`config.mk`:
```
export PLATFORM = sky130hd
export DESIGN_NAME = var_float_stream_decoder
export DESIGN_NICKNAME = d
export VERILOG_FILES = /design/src/design/vfd_pkg.sv /design/src/design/var_float_stream_decoder.sv /design/src/design/vfd_front.sv /design/src/design/vfd_queue.sv /design/src/design/vfd_back.sv
export SDC_FILE = /design/constraint.sdc
export NUM_CORES = 1
export LEC_CHECK = 0
export ABC_CLOCK_PERIOD_IN_PS = 4200
export BUFFER_PORTS_ARGS = -buffer_cell sky130_fd_sc_hd__buf_2
export CORE_ASPECT_RATIO = 0.9
export CORE_UTILIZATION = 45
export CTS_CLUSTER_DIAMETER = 50
export DETAILED_ROUTE_END_ITERATION = 8
export GPL_ROUTABILITY_DRIVEN = 0
export PLACE_DENSITY = 0.66
export RECOVER_POWER = 25
export SYNTH_ARGS = -nofsm -noshare
export SYNTH_HDL_FRONTEND = slang
export SYNTH_SLANG_ARGS = --single-unit
```
`constraint.sdc`:
```
create_clock -name clock -period 4.2 [get_ports clock]
set_clock_uncertainty 0.15 [all_clocks]
set_input_delay 0.84 -clock clock [delete_from_list [all_inputs] [get_ports clock]]
set_output_delay 0.84 -clock clock [all_outputs]
set_load 0.005 [all_outputs]
```
`src/design/vfd_pkg.sv`:
```
// Shared types, codes and helper functions for the variable-length float stream decoder.
// Used by vfd_front, vfd_queue, vfd_back and var_float_stream_decoder; no dependencies.
`default_nettype none

package vfd_pkg;

   localparam int QUEUE_DEPTH = 2;

   localparam logic [7:0] LEAD_NEGATIVE = 8'hFF;
   localparam logic [7:0] LEAD_FLAG     = 8'h80;
   localparam logic [7:0] SMALL_MASK    = 8'h7F;

   localparam logic [2:0] NEG_PAYLOAD_BYTES = 3'd4;
   localparam logic [2:0] POS_PAYLOAD_BYTES = 3'd3;

   typedef enum logic [1:0] {
      FORM_SMALL = 2'd0,
      FORM_NEG   = 2'd1,
      FORM_POS   = 2'd2
   } form_type;

   typedef struct packed {
      form_type    form;
      logic [31:0] payload;
   } entry_type;

   typedef struct packed {
      logic empty;
      logic full;
   } queue_status_type;

   // Exact single-precision bits for the small integer coded as (code - 1).
   function automatic logic [31:0] small_int_bits(input logic [6:0] code);
      logic [6:0]  mag;
      logic [2:0]  msb;
      logic [7:0]  expo;
      logic [29:0] shifted;
      begin
         mag = code - 7'd1;
         msb = 3'd0;
         expo = 8'd0;
         shifted = 30'd0;
         if (code == 7'd1) begin
            small_int_bits = 32'h0000_0000;
         end else if (code == 7'd0) begin
            small_int_bits = 32'hBF80_0000;
         end else begin
            for (int i = 0; i < 7; i++) begin
               if (mag[i]) begin
                  msb = 3'(i);
               end
            end
            expo = 8'd127 + {5'd0, msb};
            shifted = {23'd0, mag} << (5'd23 - {2'd0, msb});
            small_int_bits = {1'b0, expo, shifted[22:0]};
         end
      end
   endfunction

endpackage

`default_nettype wire

```
`src/design/var_float_stream_decoder.sv`:
```
// Top level of the variable-length float stream decoder: front end, entry queue, back end.
// Depends on vfd_pkg, vfd_front, vfd_queue and vfd_back.
//
//   Channel | Direction | Handshake          | Payload
//   req     | in        | req_valid/req_stall | req_in_byte[7:0]
//   rsp     | out       | rsp_valid/rsp_stall | rsp_value_bits[31:0], rsp_form[1:0]
//
// One byte is accepted per cycle while the queue has room; a decoded entry is written
// into the queue and then leaves through a registered output stage.
// The queue of QUEUE_DEPTH entries decouples byte intake from response stalls.
// Synchronous reset clears the decode state, the queue and the response valid.
// When the output is stalled the queue fills, then req_stall rises.
`default_nettype none

module var_float_stream_decoder #(
   parameter int QUEUE_DEPTH = vfd_pkg::QUEUE_DEPTH
) (
   input  wire         clock,
   input  wire         reset,
   input  wire         req_valid,
   output logic        req_stall,
   input  wire  [7:0]  req_in_byte,
   output logic        rsp_valid,
   input  wire         rsp_stall,
   output logic [31:0] rsp_value_bits,
   output logic [1:0]  rsp_form
);

   vfd_pkg::queue_status_type status;
   vfd_pkg::entry_type        push_entry;
   vfd_pkg::entry_type        head;
   logic                      push;
   logic                      pop;

   vfd_front u_front (
      .clock       (clock),
      .reset       (reset),
      .req_valid   (req_valid),
      .req_in_byte (req_in_byte),
      .req_stall   (req_stall),
      .status      (status),
      .push        (push),
      .push_entry  (push_entry)
   );

   vfd_queue #(
      .DEPTH (QUEUE_DEPTH)
   ) u_queue (
      .clock      (clock),
      .reset      (reset),
      .push       (push),
      .push_entry (push_entry),
      .pop        (pop),
      .head       (head),
      .status     (status)
   );

   vfd_back u_back (
      .clock          (clock),
      .reset          (reset),
      .status         (status),
      .head           (head),
      .pop            (pop),
      .rsp_valid      (rsp_valid),
      .rsp_stall      (rsp_stall),
      .rsp_value_bits (rsp_value_bits),
      .rsp_form       (rsp_form)
   );

   a_no_push_when_full: assert property (@(posedge clock) disable iff (reset)
      push |-> !status.full)
      else $error("entry pushed into a full queue");

   a_no_pop_when_empty: assert property (@(posedge clock) disable iff (reset)
      pop |-> !status.empty)
      else $error("entry popped from an empty queue");

   a_status_exclusive: assert property (@(posedge clock) disable iff (reset)
      !(status.empty && status.full))
      else $error("queue reports empty and full together");

   a_pop_loads_output: assert property (@(posedge clock) disable iff (reset)
      pop |=> rsp_valid)
      else $error("popped entry did not reach the response register");

endmodule

`default_nettype wire

```
`src/design/vfd_front.sv`:
```
// Front end: accepts coded bytes, tracks the lead byte and gathers multi-byte words.
// Pushes one completed entry per finished value into the queue; depends on vfd_pkg.
`default_nettype none

module vfd_front (
   input  wire                       clock,
   input  wire                       reset,
   input  wire                       req_valid,
   input  wire  [7:0]                req_in_byte,
   output logic                      req_stall,
   input  vfd_pkg::queue_status_type status,
   output logic                      push,
   output vfd_pkg::entry_type        push_entry
);

   logic [2:0]  bytes_left_ff, bytes_left_in;
   logic [23:0] word_ff, word_in;
   logic        negative_ff, negative_in;
   logic        accept;

   assign req_stall = status.full;
   assign accept    = req_valid && !status.full;

   always_comb begin
      bytes_left_in      = bytes_left_ff;
      word_in            = word_ff;
      negative_in        = negative_ff;
      push               = 1'b0;
      push_entry.form    = vfd_pkg::FORM_SMALL;
      push_entry.payload = {word_ff, req_in_byte};
      if (accept) begin
         if (bytes_left_ff != 3'd0) begin
            if (bytes_left_ff > 3'd1) begin
               word_in       = {word_ff[15:0], req_in_byte};
               bytes_left_in = bytes_left_ff - 3'd1;
            end else begin
               push            = 1'b1;
               push_entry.form = negative_ff ? vfd_pkg::FORM_NEG : vfd_pkg::FORM_POS;
               bytes_left_in   = 3'd0;
               word_in         = 24'd0;
               negative_in     = 1'b0;
            end
         end else if (req_in_byte == vfd_pkg::LEAD_NEGATIVE) begin
            negative_in   = 1'b1;
            word_in       = 24'd0;
            bytes_left_in = vfd_pkg::NEG_PAYLOAD_BYTES;
         end else if ((req_in_byte & vfd_pkg::LEAD_FLAG) != 8'd0) begin
            push               = 1'b1;
            push_entry.form    = vfd_pkg::FORM_SMALL;
            push_entry.payload = {24'd0, req_in_byte & vfd_pkg::SMALL_MASK};
         end else begin
            negative_in   = 1'b0;
            word_in       = {16'd0, req_in_byte};
            bytes_left_in = vfd_pkg::POS_PAYLOAD_BYTES;
         end
      end
   end

   always_ff @(posedge clock) begin
      if (reset) begin
         bytes_left_ff <= 3'd0;
         word_ff       <= 24'd0;
         negative_ff   <= 1'b0;
      end else begin
         bytes_left_ff <= bytes_left_in;
         word_ff       <= word_in;
         negative_ff   <= negative_in;
      end
   end

endmodule

`default_nettype wire

```
`src/design/vfd_queue.sv`:
```
// Short FIFO of decoded entries between the front end and the back end.
// Circular buffer with read and write pointers and an occupancy count; depends on vfd_pkg.
`default_nettype none

module vfd_queue #(
   parameter int DEPTH = vfd_pkg::QUEUE_DEPTH
) (
   input  wire                       clock,
   input  wire                       reset,
   input  wire                       push,
   input  vfd_pkg::entry_type        push_entry,
   input  wire                       pop,
   output vfd_pkg::entry_type        head,
   output vfd_pkg::queue_status_type status
);

   localparam int IDX_W = (DEPTH > 1) ? $clog2(DEPTH) : 1;
   localparam int CNT_W = $clog2(DEPTH + 1);
   localparam logic [IDX_W-1:0] LAST_IDX = IDX_W'(DEPTH - 1);
   localparam logic [CNT_W-1:0] FULL_CNT = CNT_W'(DEPTH);

   vfd_pkg::entry_type slots_ff [DEPTH];
   logic [IDX_W-1:0] wr_ptr_ff, wr_ptr_in;
   logic [IDX_W-1:0] rd_ptr_ff, rd_ptr_in;
   logic [CNT_W-1:0] count_ff, count_in;
   logic             do_push, do_pop;

   assign status.empty = (count_ff == '0);
   assign status.full  = (count_ff == FULL_CNT);
   assign do_push      = push && !status.full;
   assign do_pop       = pop && !status.empty;
   assign head         = slots_ff[rd_ptr_ff];

   always_comb begin
      wr_ptr_in = wr_ptr_ff;
      rd_ptr_in = rd_ptr_ff;
      count_in  = count_ff;
      if (do_push) begin
         wr_ptr_in = (wr_ptr_ff == LAST_IDX) ? '0 : wr_ptr_ff + 1'b1;
      end
      if (do_pop) begin
         rd_ptr_in = (rd_ptr_ff == LAST_IDX) ? '0 : rd_ptr_ff + 1'b1;
      end
      if (do_push && !do_pop) begin
         count_in = count_ff + 1'b1;
      end else if (do_pop && !do_push) begin
         count_in = count_ff - 1'b1;
      end
   end

   always_ff @(posedge clock) begin
      if (reset) begin
         wr_ptr_ff <= '0;
         rd_ptr_ff <= '0;
         count_ff  <= '0;
      end else begin
         wr_ptr_ff <= wr_ptr_in;
         rd_ptr_ff <= rd_ptr_in;
         count_ff  <= count_in;
      end
   end

   always_ff @(posedge clock) begin
      if (do_push) begin
         slots_ff[wr_ptr_ff] <= push_entry;
      end
   end

endmodule

`default_nettype wire

```
`src/design/vfd_back.sv`:
```
// Back end: takes queued entries, converts small integers to float bits and holds the response.
// Owns the response output register; depends on vfd_pkg.
`default_nettype none

module vfd_back (
   input  wire                       clock,
   input  wire                       reset,
   input  vfd_pkg::queue_status_type status,
   input  vfd_pkg::entry_type        head,
   output logic                      pop,
   output logic                      rsp_valid,
   input  wire                       rsp_stall,
   output logic [31:0]               rsp_value_bits,
   output logic [1:0]                rsp_form
);

   logic        valid_ff, valid_in;
   logic [31:0] bits_ff, bits_in;
   logic [1:0]  form_ff, form_in;

   assign pop = !status.empty && (!valid_ff || !rsp_stall);

   always_comb begin
      valid_in = valid_ff;
      bits_in  = bits_ff;
      form_in  = form_ff;
      if (pop) begin
         valid_in = 1'b1;
         form_in  = head.form;
         case (head.form)
            vfd_pkg::FORM_SMALL: bits_in = vfd_pkg::small_int_bits(head.payload[6:0]);
            vfd_pkg::FORM_NEG,
            vfd_pkg::FORM_POS:   bits_in = head.payload;
            default:             bits_in = head.payload;
         endcase
      end else if (!rsp_stall) begin
         valid_in = 1'b0;
      end
   end

   always_ff @(posedge clock) begin
      if (reset) begin
         valid_ff <= 1'b0;
      end else begin
         valid_ff <= valid_in;
      end
   end

   always_ff @(posedge clock) begin
      bits_ff <= bits_in;
      form_ff <= form_in;
   end

   assign rsp_valid      = valid_ff;
   assign rsp_value_bits = bits_ff;
   assign rsp_form       = form_ff;

endmodule

`default_nettype wire

```
==> results.toml, run 1 <==
[placed_design]
post_dp_cell_area_sq_mm = 0.006446
io_buffer_count = 47
hpwl_um = 7822
post-place-cells = 670

[sta]
rsz0062_at_grt = "false"
hold_viol = 0
setup_viol = 0
fmax_mhz = 288.5
fin_crit_ps = 3466
max_slew.worst_pin.slew_ps = 1533
holdWs_ps = 296.0
tns_ps = 0
max-slew-margin-rel_pct = -3.056
drv_slew = 49
finalCritPeriodShare_pct = 82.53

[power_and_ir_drop]
power_density_mw_per_mm2 = 697.0
leakage_nw = 2.425
peakVddDrop_mv = 0.4061
report.power.total_mw = 4.857

[final_layout]
stdcell_count = 702
nFillCells = 1084
area_growth_pct = 16.48
postLayoutCellArea_sq_mm = 0.006969
antennaDiodeCount = 0
layout.nets = 546
post_route_cells_drive_above_1_share_pct = 18.59

[clock_tree]
cts.sinks = 136
cts_buffers = 17
cts_tree = "yes"
cts_resized = 0
clkTransAtPathRegs_ps = 60
clk_latency_ps = 410
cts_max_level = 4
cts_hold_buf = 0
postCtsSetupBuffers = 0
clockBufferDepth = 2
root_buffer = "clkbuf_16"

[critical_path]
critPathCaptureType = "register"
path_class = "register to register"
crit_fanout = 7
cp-start-kind = "register"
cp.arrival_ps = 3460
critical_path_required_ps = 4200

[route]
drt_iter0_drc = 301
vias = 3845
routed_wl_um = 11640
post_drt_wl_per_cell_um = 16.58
drtAntennaViolNets = 0
post_drt_via_cell_ratio = 5.477
first_pass_iters = 5
drc_errors = 0

[synth]
syn_nets = 491
synth.distinct_cells = 62
synth_area_leaders = "edfxtp_1 51%, dfxtp_1 11%, mux2i_1 4.7%"
synth_edf_count = 102
syn-instance-count = 470
synth_seq_cells = 136
ys.flop_type = "edfxtp_1"
synth_area_leader_cell = "edfxtp_1"
ys_seq_area_share_pct = 62.57
avgSynthCellArea_sq_um = 12.73
synth_top_area_share_pct = 51.19
synthArstFlopShare_pct = 0
synth.most_common_cell = "edfxtp_1"
yosys_warnings = 0
ys_top_cells_by_count = "102 x edfxtp_1, 45 x nor2_1, 36 x nand2_1"
syn_area_sq_mm = 0.005983

[run_status]
violations = "max-capacitance violations, max-slew violations"
status = "finished with violations"

[die]
start_util_pct = 46.62
num_rows = 39
die-area_sq_mm = 0.01376
design.core.area_sq_mm = 0.01283
fp.dieH_um = 111.4
ios = 48
die_width_um = 123.5

[global_routing]
grt_pass1_wl_um = 18980
grt_overflow = 0
grt_pass1_vias = 3725
grt_max_degree = 35
track_usage_pct = 18.39
antenna_found_initial = 0

[job]
cap_violations = 2

[min_path]
hold_class = "register to register"
==> power by group <==
part           internal (mW)  switching (mW)
combinational          0.557           0.898
clock                  0.871           0.548
sequential              1.87           0.115
total                   3.30            1.56
==> kinds of logic (layout without fill, tap and decap cells) <==
family	after synthesis	in the layout	synth area share [%]
xor gates and xnor gates	10	10	2.844
and+or+nand+nor	161	161	14.03
AOI/OAI and AO/OA	88	88	9.703
DFF	136	136	62.57
buffers and inverters	30	98	2.321
adders and majority gates	9	9	1.882
muxes	36	36	6.650
==> per-layer routing <==
metal	global-route usage (%)	up-vias	share of wire, %
met4	6.988	0	1.3
met3	4.713	18	5.5
met5	0	-	0
li1	-	1841	-
met2	28.04	133	46
met1	25.15	1853	47
==> final cells by class <==
type                    count  area [sq um]  area share (%)
well taps                 164         205.2           2.944
flip-flops and latches    136          3744           53.72
multi-input cells         304          2110           30.27
clock inverters            12         126.4           1.813
clock buffers              20         436.7           6.266
repair buffers             58         317.8           4.560
inverters                   8         30.03          0.4309
==> per-stage QoR <==
step                      util, %  setup WS, ps
after floorplan                 -         263.5
after detailed placement    50.23         860.7
after CTS                   54.62         845.9
after global routing        54.30         488.3
after global placement      50.23         945.1
final                       54.30         733.6
==> final timing paths <==
check / cells past startpoint / slack (ps) / from / endpoint
worst max-delay path: 11 / 730 / register / u_back.rsp_value_bits[27]
worst min-delay path: 2 / 300 / u_front.word_ff[19] / u_front.word_ff[19]
worst max register to register: 11 / 730 / register / u_back.rsp_value_bits[27]
worst min register to register: 2 / 300 / u_front.word_ff[19] / u_front.word_ff[19]
==> worst max-delay path: stages (launching register included) <==
cell      delay [ps]
dfxtp_1          510
mux2i_1          410
ha_1             330
nor4bb_4         340
nor2_2           160
xnor2_4          250
a21oi_2          120
or2_4            270
ha_1             190
ha_1             170
o211ai_1         190
o21ai_0          100
==> flip-flops by register name, summed over array words and instances, names as in the netlist, named ones only <==
name / cells
u_back.rsp_form: 2
u_back.rsp_valid: 1
u_back.rsp_value_bits: 32
u_front.bytes_left_ff: 3
u_front.negative_ff: 1
u_front.word_ff: 24
u_queue.count_ff: 2
u_queue.rd_ptr_ff: 1
u_queue.slots_ff: 68
u_queue.wr_ptr_ff: 1
==> placed cells by master, fill, tap and decap left out, drive strengths merged, types with 3 or more instances in the layout <==
cell    Yosys  routed
o211ai      4       4
dfxtp      34      34
mux2i      32      32
a21oi      37      37
clkinv      0       7
inv         8       9
nand4       3       3
o21ai      24      24
and2        3       3
or2         3       3
ha          9       9
buf         5      38
xor2        4       4
nand2b      4       4
edfxtp    102     102
xnor2       6       6
mux2        4       4
o22ai       4       4
nor2b      25      25
nand2      37      37
nor3        6       6
o21bai      3       3
a21o        3       3
nor2       46      46
clkbuf     17      40
nand3      25      25
Note: power is estimated with default switching activity, not from simulation.
==> inputs of run 2 (changes only) <==
--- a/config.mk
+++ b/config.mk
@@ -5,7 +5,7 @@
 export SDC_FILE = /design/constraint.sdc
 export NUM_CORES = 1
 export LEC_CHECK = 0
-export ABC_CLOCK_PERIOD_IN_PS = 4200
+export ABC_CLOCK_PERIOD_IN_PS = 3450
 export BUFFER_PORTS_ARGS = -buffer_cell sky130_fd_sc_hd__buf_2
 export CORE_ASPECT_RATIO = 0.9
 export CORE_UTILIZATION = 45
==> constraint.sdc (replaced) <==
create_clock -name clock -period 3.45 [get_ports clock]
set_clock_uncertainty 0.15 [all_clocks]
set_input_delay 0.69 -clock clock [delete_from_list [all_inputs] [get_ports clock]]
set_output_delay 0.69 -clock clock [all_outputs]
set_load 0.005 [all_outputs]
==> run 2 against run 1 <==
  * The run now ends clean
  * Cell count up 0.43%
  * Worst setup slack worse by 480 ps
  * Count of clock-buffer cells in the layout increased by 6
  * Hold slack barely moved
  * Wire length shrank 2.2%
  * Sequential cell count stayed put
  * Highest routed layer unchanged
==> results.toml, run 2 (synthesis results as in run 1) <==
[global_routing]
track_usage_pct = 18.08
use_met2_pct = 27.11
grt_pass1_wl_um = 18630
grt_max_degree = 36
antenna_found_initial = 0
use_met1_pct = 24.66
grt_overflow = 0
use_met3_pct = 5.533
grt_pass1_vias = 3671
grt.busiest_layer = "met2"

[critical_path]
critical_path_required_ps = 3440
cp.arrival_ps = 3180
path_class = "register to register"
critPathCaptureType = "register"
cp-start-kind = "register"
r2r_slack_ps = 260
crit_fanout = 5

[die]
num_rows = 39
start_util_pct = 46.62
die_width_um = 123.5
die-area_sq_mm = 0.01376
design.core.area_sq_mm = 0.01283
ios = 48
fp.dieH_um = 111.4

[sta]
holdWs_ps = 296.2
finalCritPeriodShare_pct = 92.56
hold_viol = 0
setup_viol = 0
fin_crit_ps = 3193
fmax_mhz = 313.2
rsz0062_at_grt = "false"
fin_ws_ps = 256.7
max-slew-margin-rel_pct = 1.504
tns_ps = 0
max_slew.worst_pin.slew_ps = 1477
drv_slew = 0

[clock_tree]
cts_max_level = 4
clockBufferDepth = 2
postCtsSetupBuffers = 0
cts_resized = 0
root_buffer = "clkbuf_16"
cts.sinks = 136
clk_latency_ps = 410
cts_tree = "yes"
cts_hold_buf = 0
clkTransAtPathRegs_ps = 50
cts_buffers = 17

[final_layout]
mostFrequentLayoutCell = "edfxtp_1"
top_register = "u_queue.slots_ff"
antennaDiodeCount = 0
layout.nets = 549
largest_register_ffs = 68
post_route_cells_drive_above_1_share_pct = 17.93
area_growth_pct = 16.85
layout_common_cells = "102 x edfxtp_1, 45 x nor2_1, 36 x nand2_1, 35 x a21oi_1, 33 x dfxtp_1"

[placed_design]
io_buffer_count = 47
post-place-ws_ps = 280.4
hpwl_um = 7606

[route]
vias = 3747
drt_iter0_drc = 341
routed_wl_um = 11380
post_drt_via_cell_ratio = 5.315
drc_errors = 0
first_pass_iters = 5
post_drt_wl_per_cell_um = 16.14
drtAntennaViolNets = 0

[job]
cap_violations = 0

[power_and_ir_drop]
power_density_mw_per_mm2 = 847.6
report.power.total_mw = 5.926
peakVddDrop_mv = 0.5210
leakage_nw = 2.431

[run_status]
status = "complete, no violations"

[min_path]
hold_class = "register to register"
==> run 2: cell count changes in the layout (fill, tap and decap cells not counted), moves of 2 or more <==
| cell | before | now |
|---|---|---|
| buf_2 | 27 | 19 |
| clkbuf_8 | 0 | 4 |
| clkinvlp_4 | 2 | 0 |
| clkinv_4 | 2 | 0 |
| clkbuf_1 | 23 | 32 |
| buf_4 | 9 | 14 |
| buf_12 | 2 | 0 |
| clkinv_2 | 5 | 2 |
| inv_4 | 0 | 3 |
==> run 2: critical path: stages, from the launching register on <==
cell and delay, ps:
dfxtp_2 410, mux2i_1 270, ha_1 290, nor4b_4 350, nor2_2 150, xnor2_4 240, a21oi_2 110, or2_4 270
ha_1 180, ha_1 180, o211ai_1 200, o21ai_0 130
==> run 2: path summary, 6_finish.rpt <==
kind | startpoint | endpoint | cells after the start
min | u_front.word_ff[18] | u_front.word_ff[18] | 2
max reg2reg | register | u_back.rsp_value_bits[27] | 11
max | register | u_back.rsp_value_bits[27] | 11
min reg2reg | u_front.word_ff[18] | u_front.word_ff[18] | 2
==> run 2: layout make-up <==
type	count	area, sq um
clock inverter	6	58.81
fill	1062	5842
clock buffer	26	520.5
timing repair buffer	61	305.3
tap	164	205.2
inverter	8	30.03
multi-input combinational	304	2127
sequential	136	3745
==> run 2: per-layer routing <==
layer | wire length (um) | up-vias
met3 | 564 | 14
met4 | 127 | 0
met1 | 5404 | 1803
met5 | 0 | -
li1 | - | 1837
met2 | 5285 | 93
==> run 2: where the power goes <==
group,internal (mW),switching [mW]
Combinational,0.673,1.09
Sequential,2.28,0.145
Clock,1.11,0.631
Total,4.06,1.87
==> run 2: metrics by stage <==
step,area (sq um),util [%],instances
final,6992,54.48,705
after global routing,6992,54.48,705
after CTS,7027,54.75,705
after detailed placement,6447,50.24,673
after floorplan,5989,-,470
after global placement,6447,50.24,673
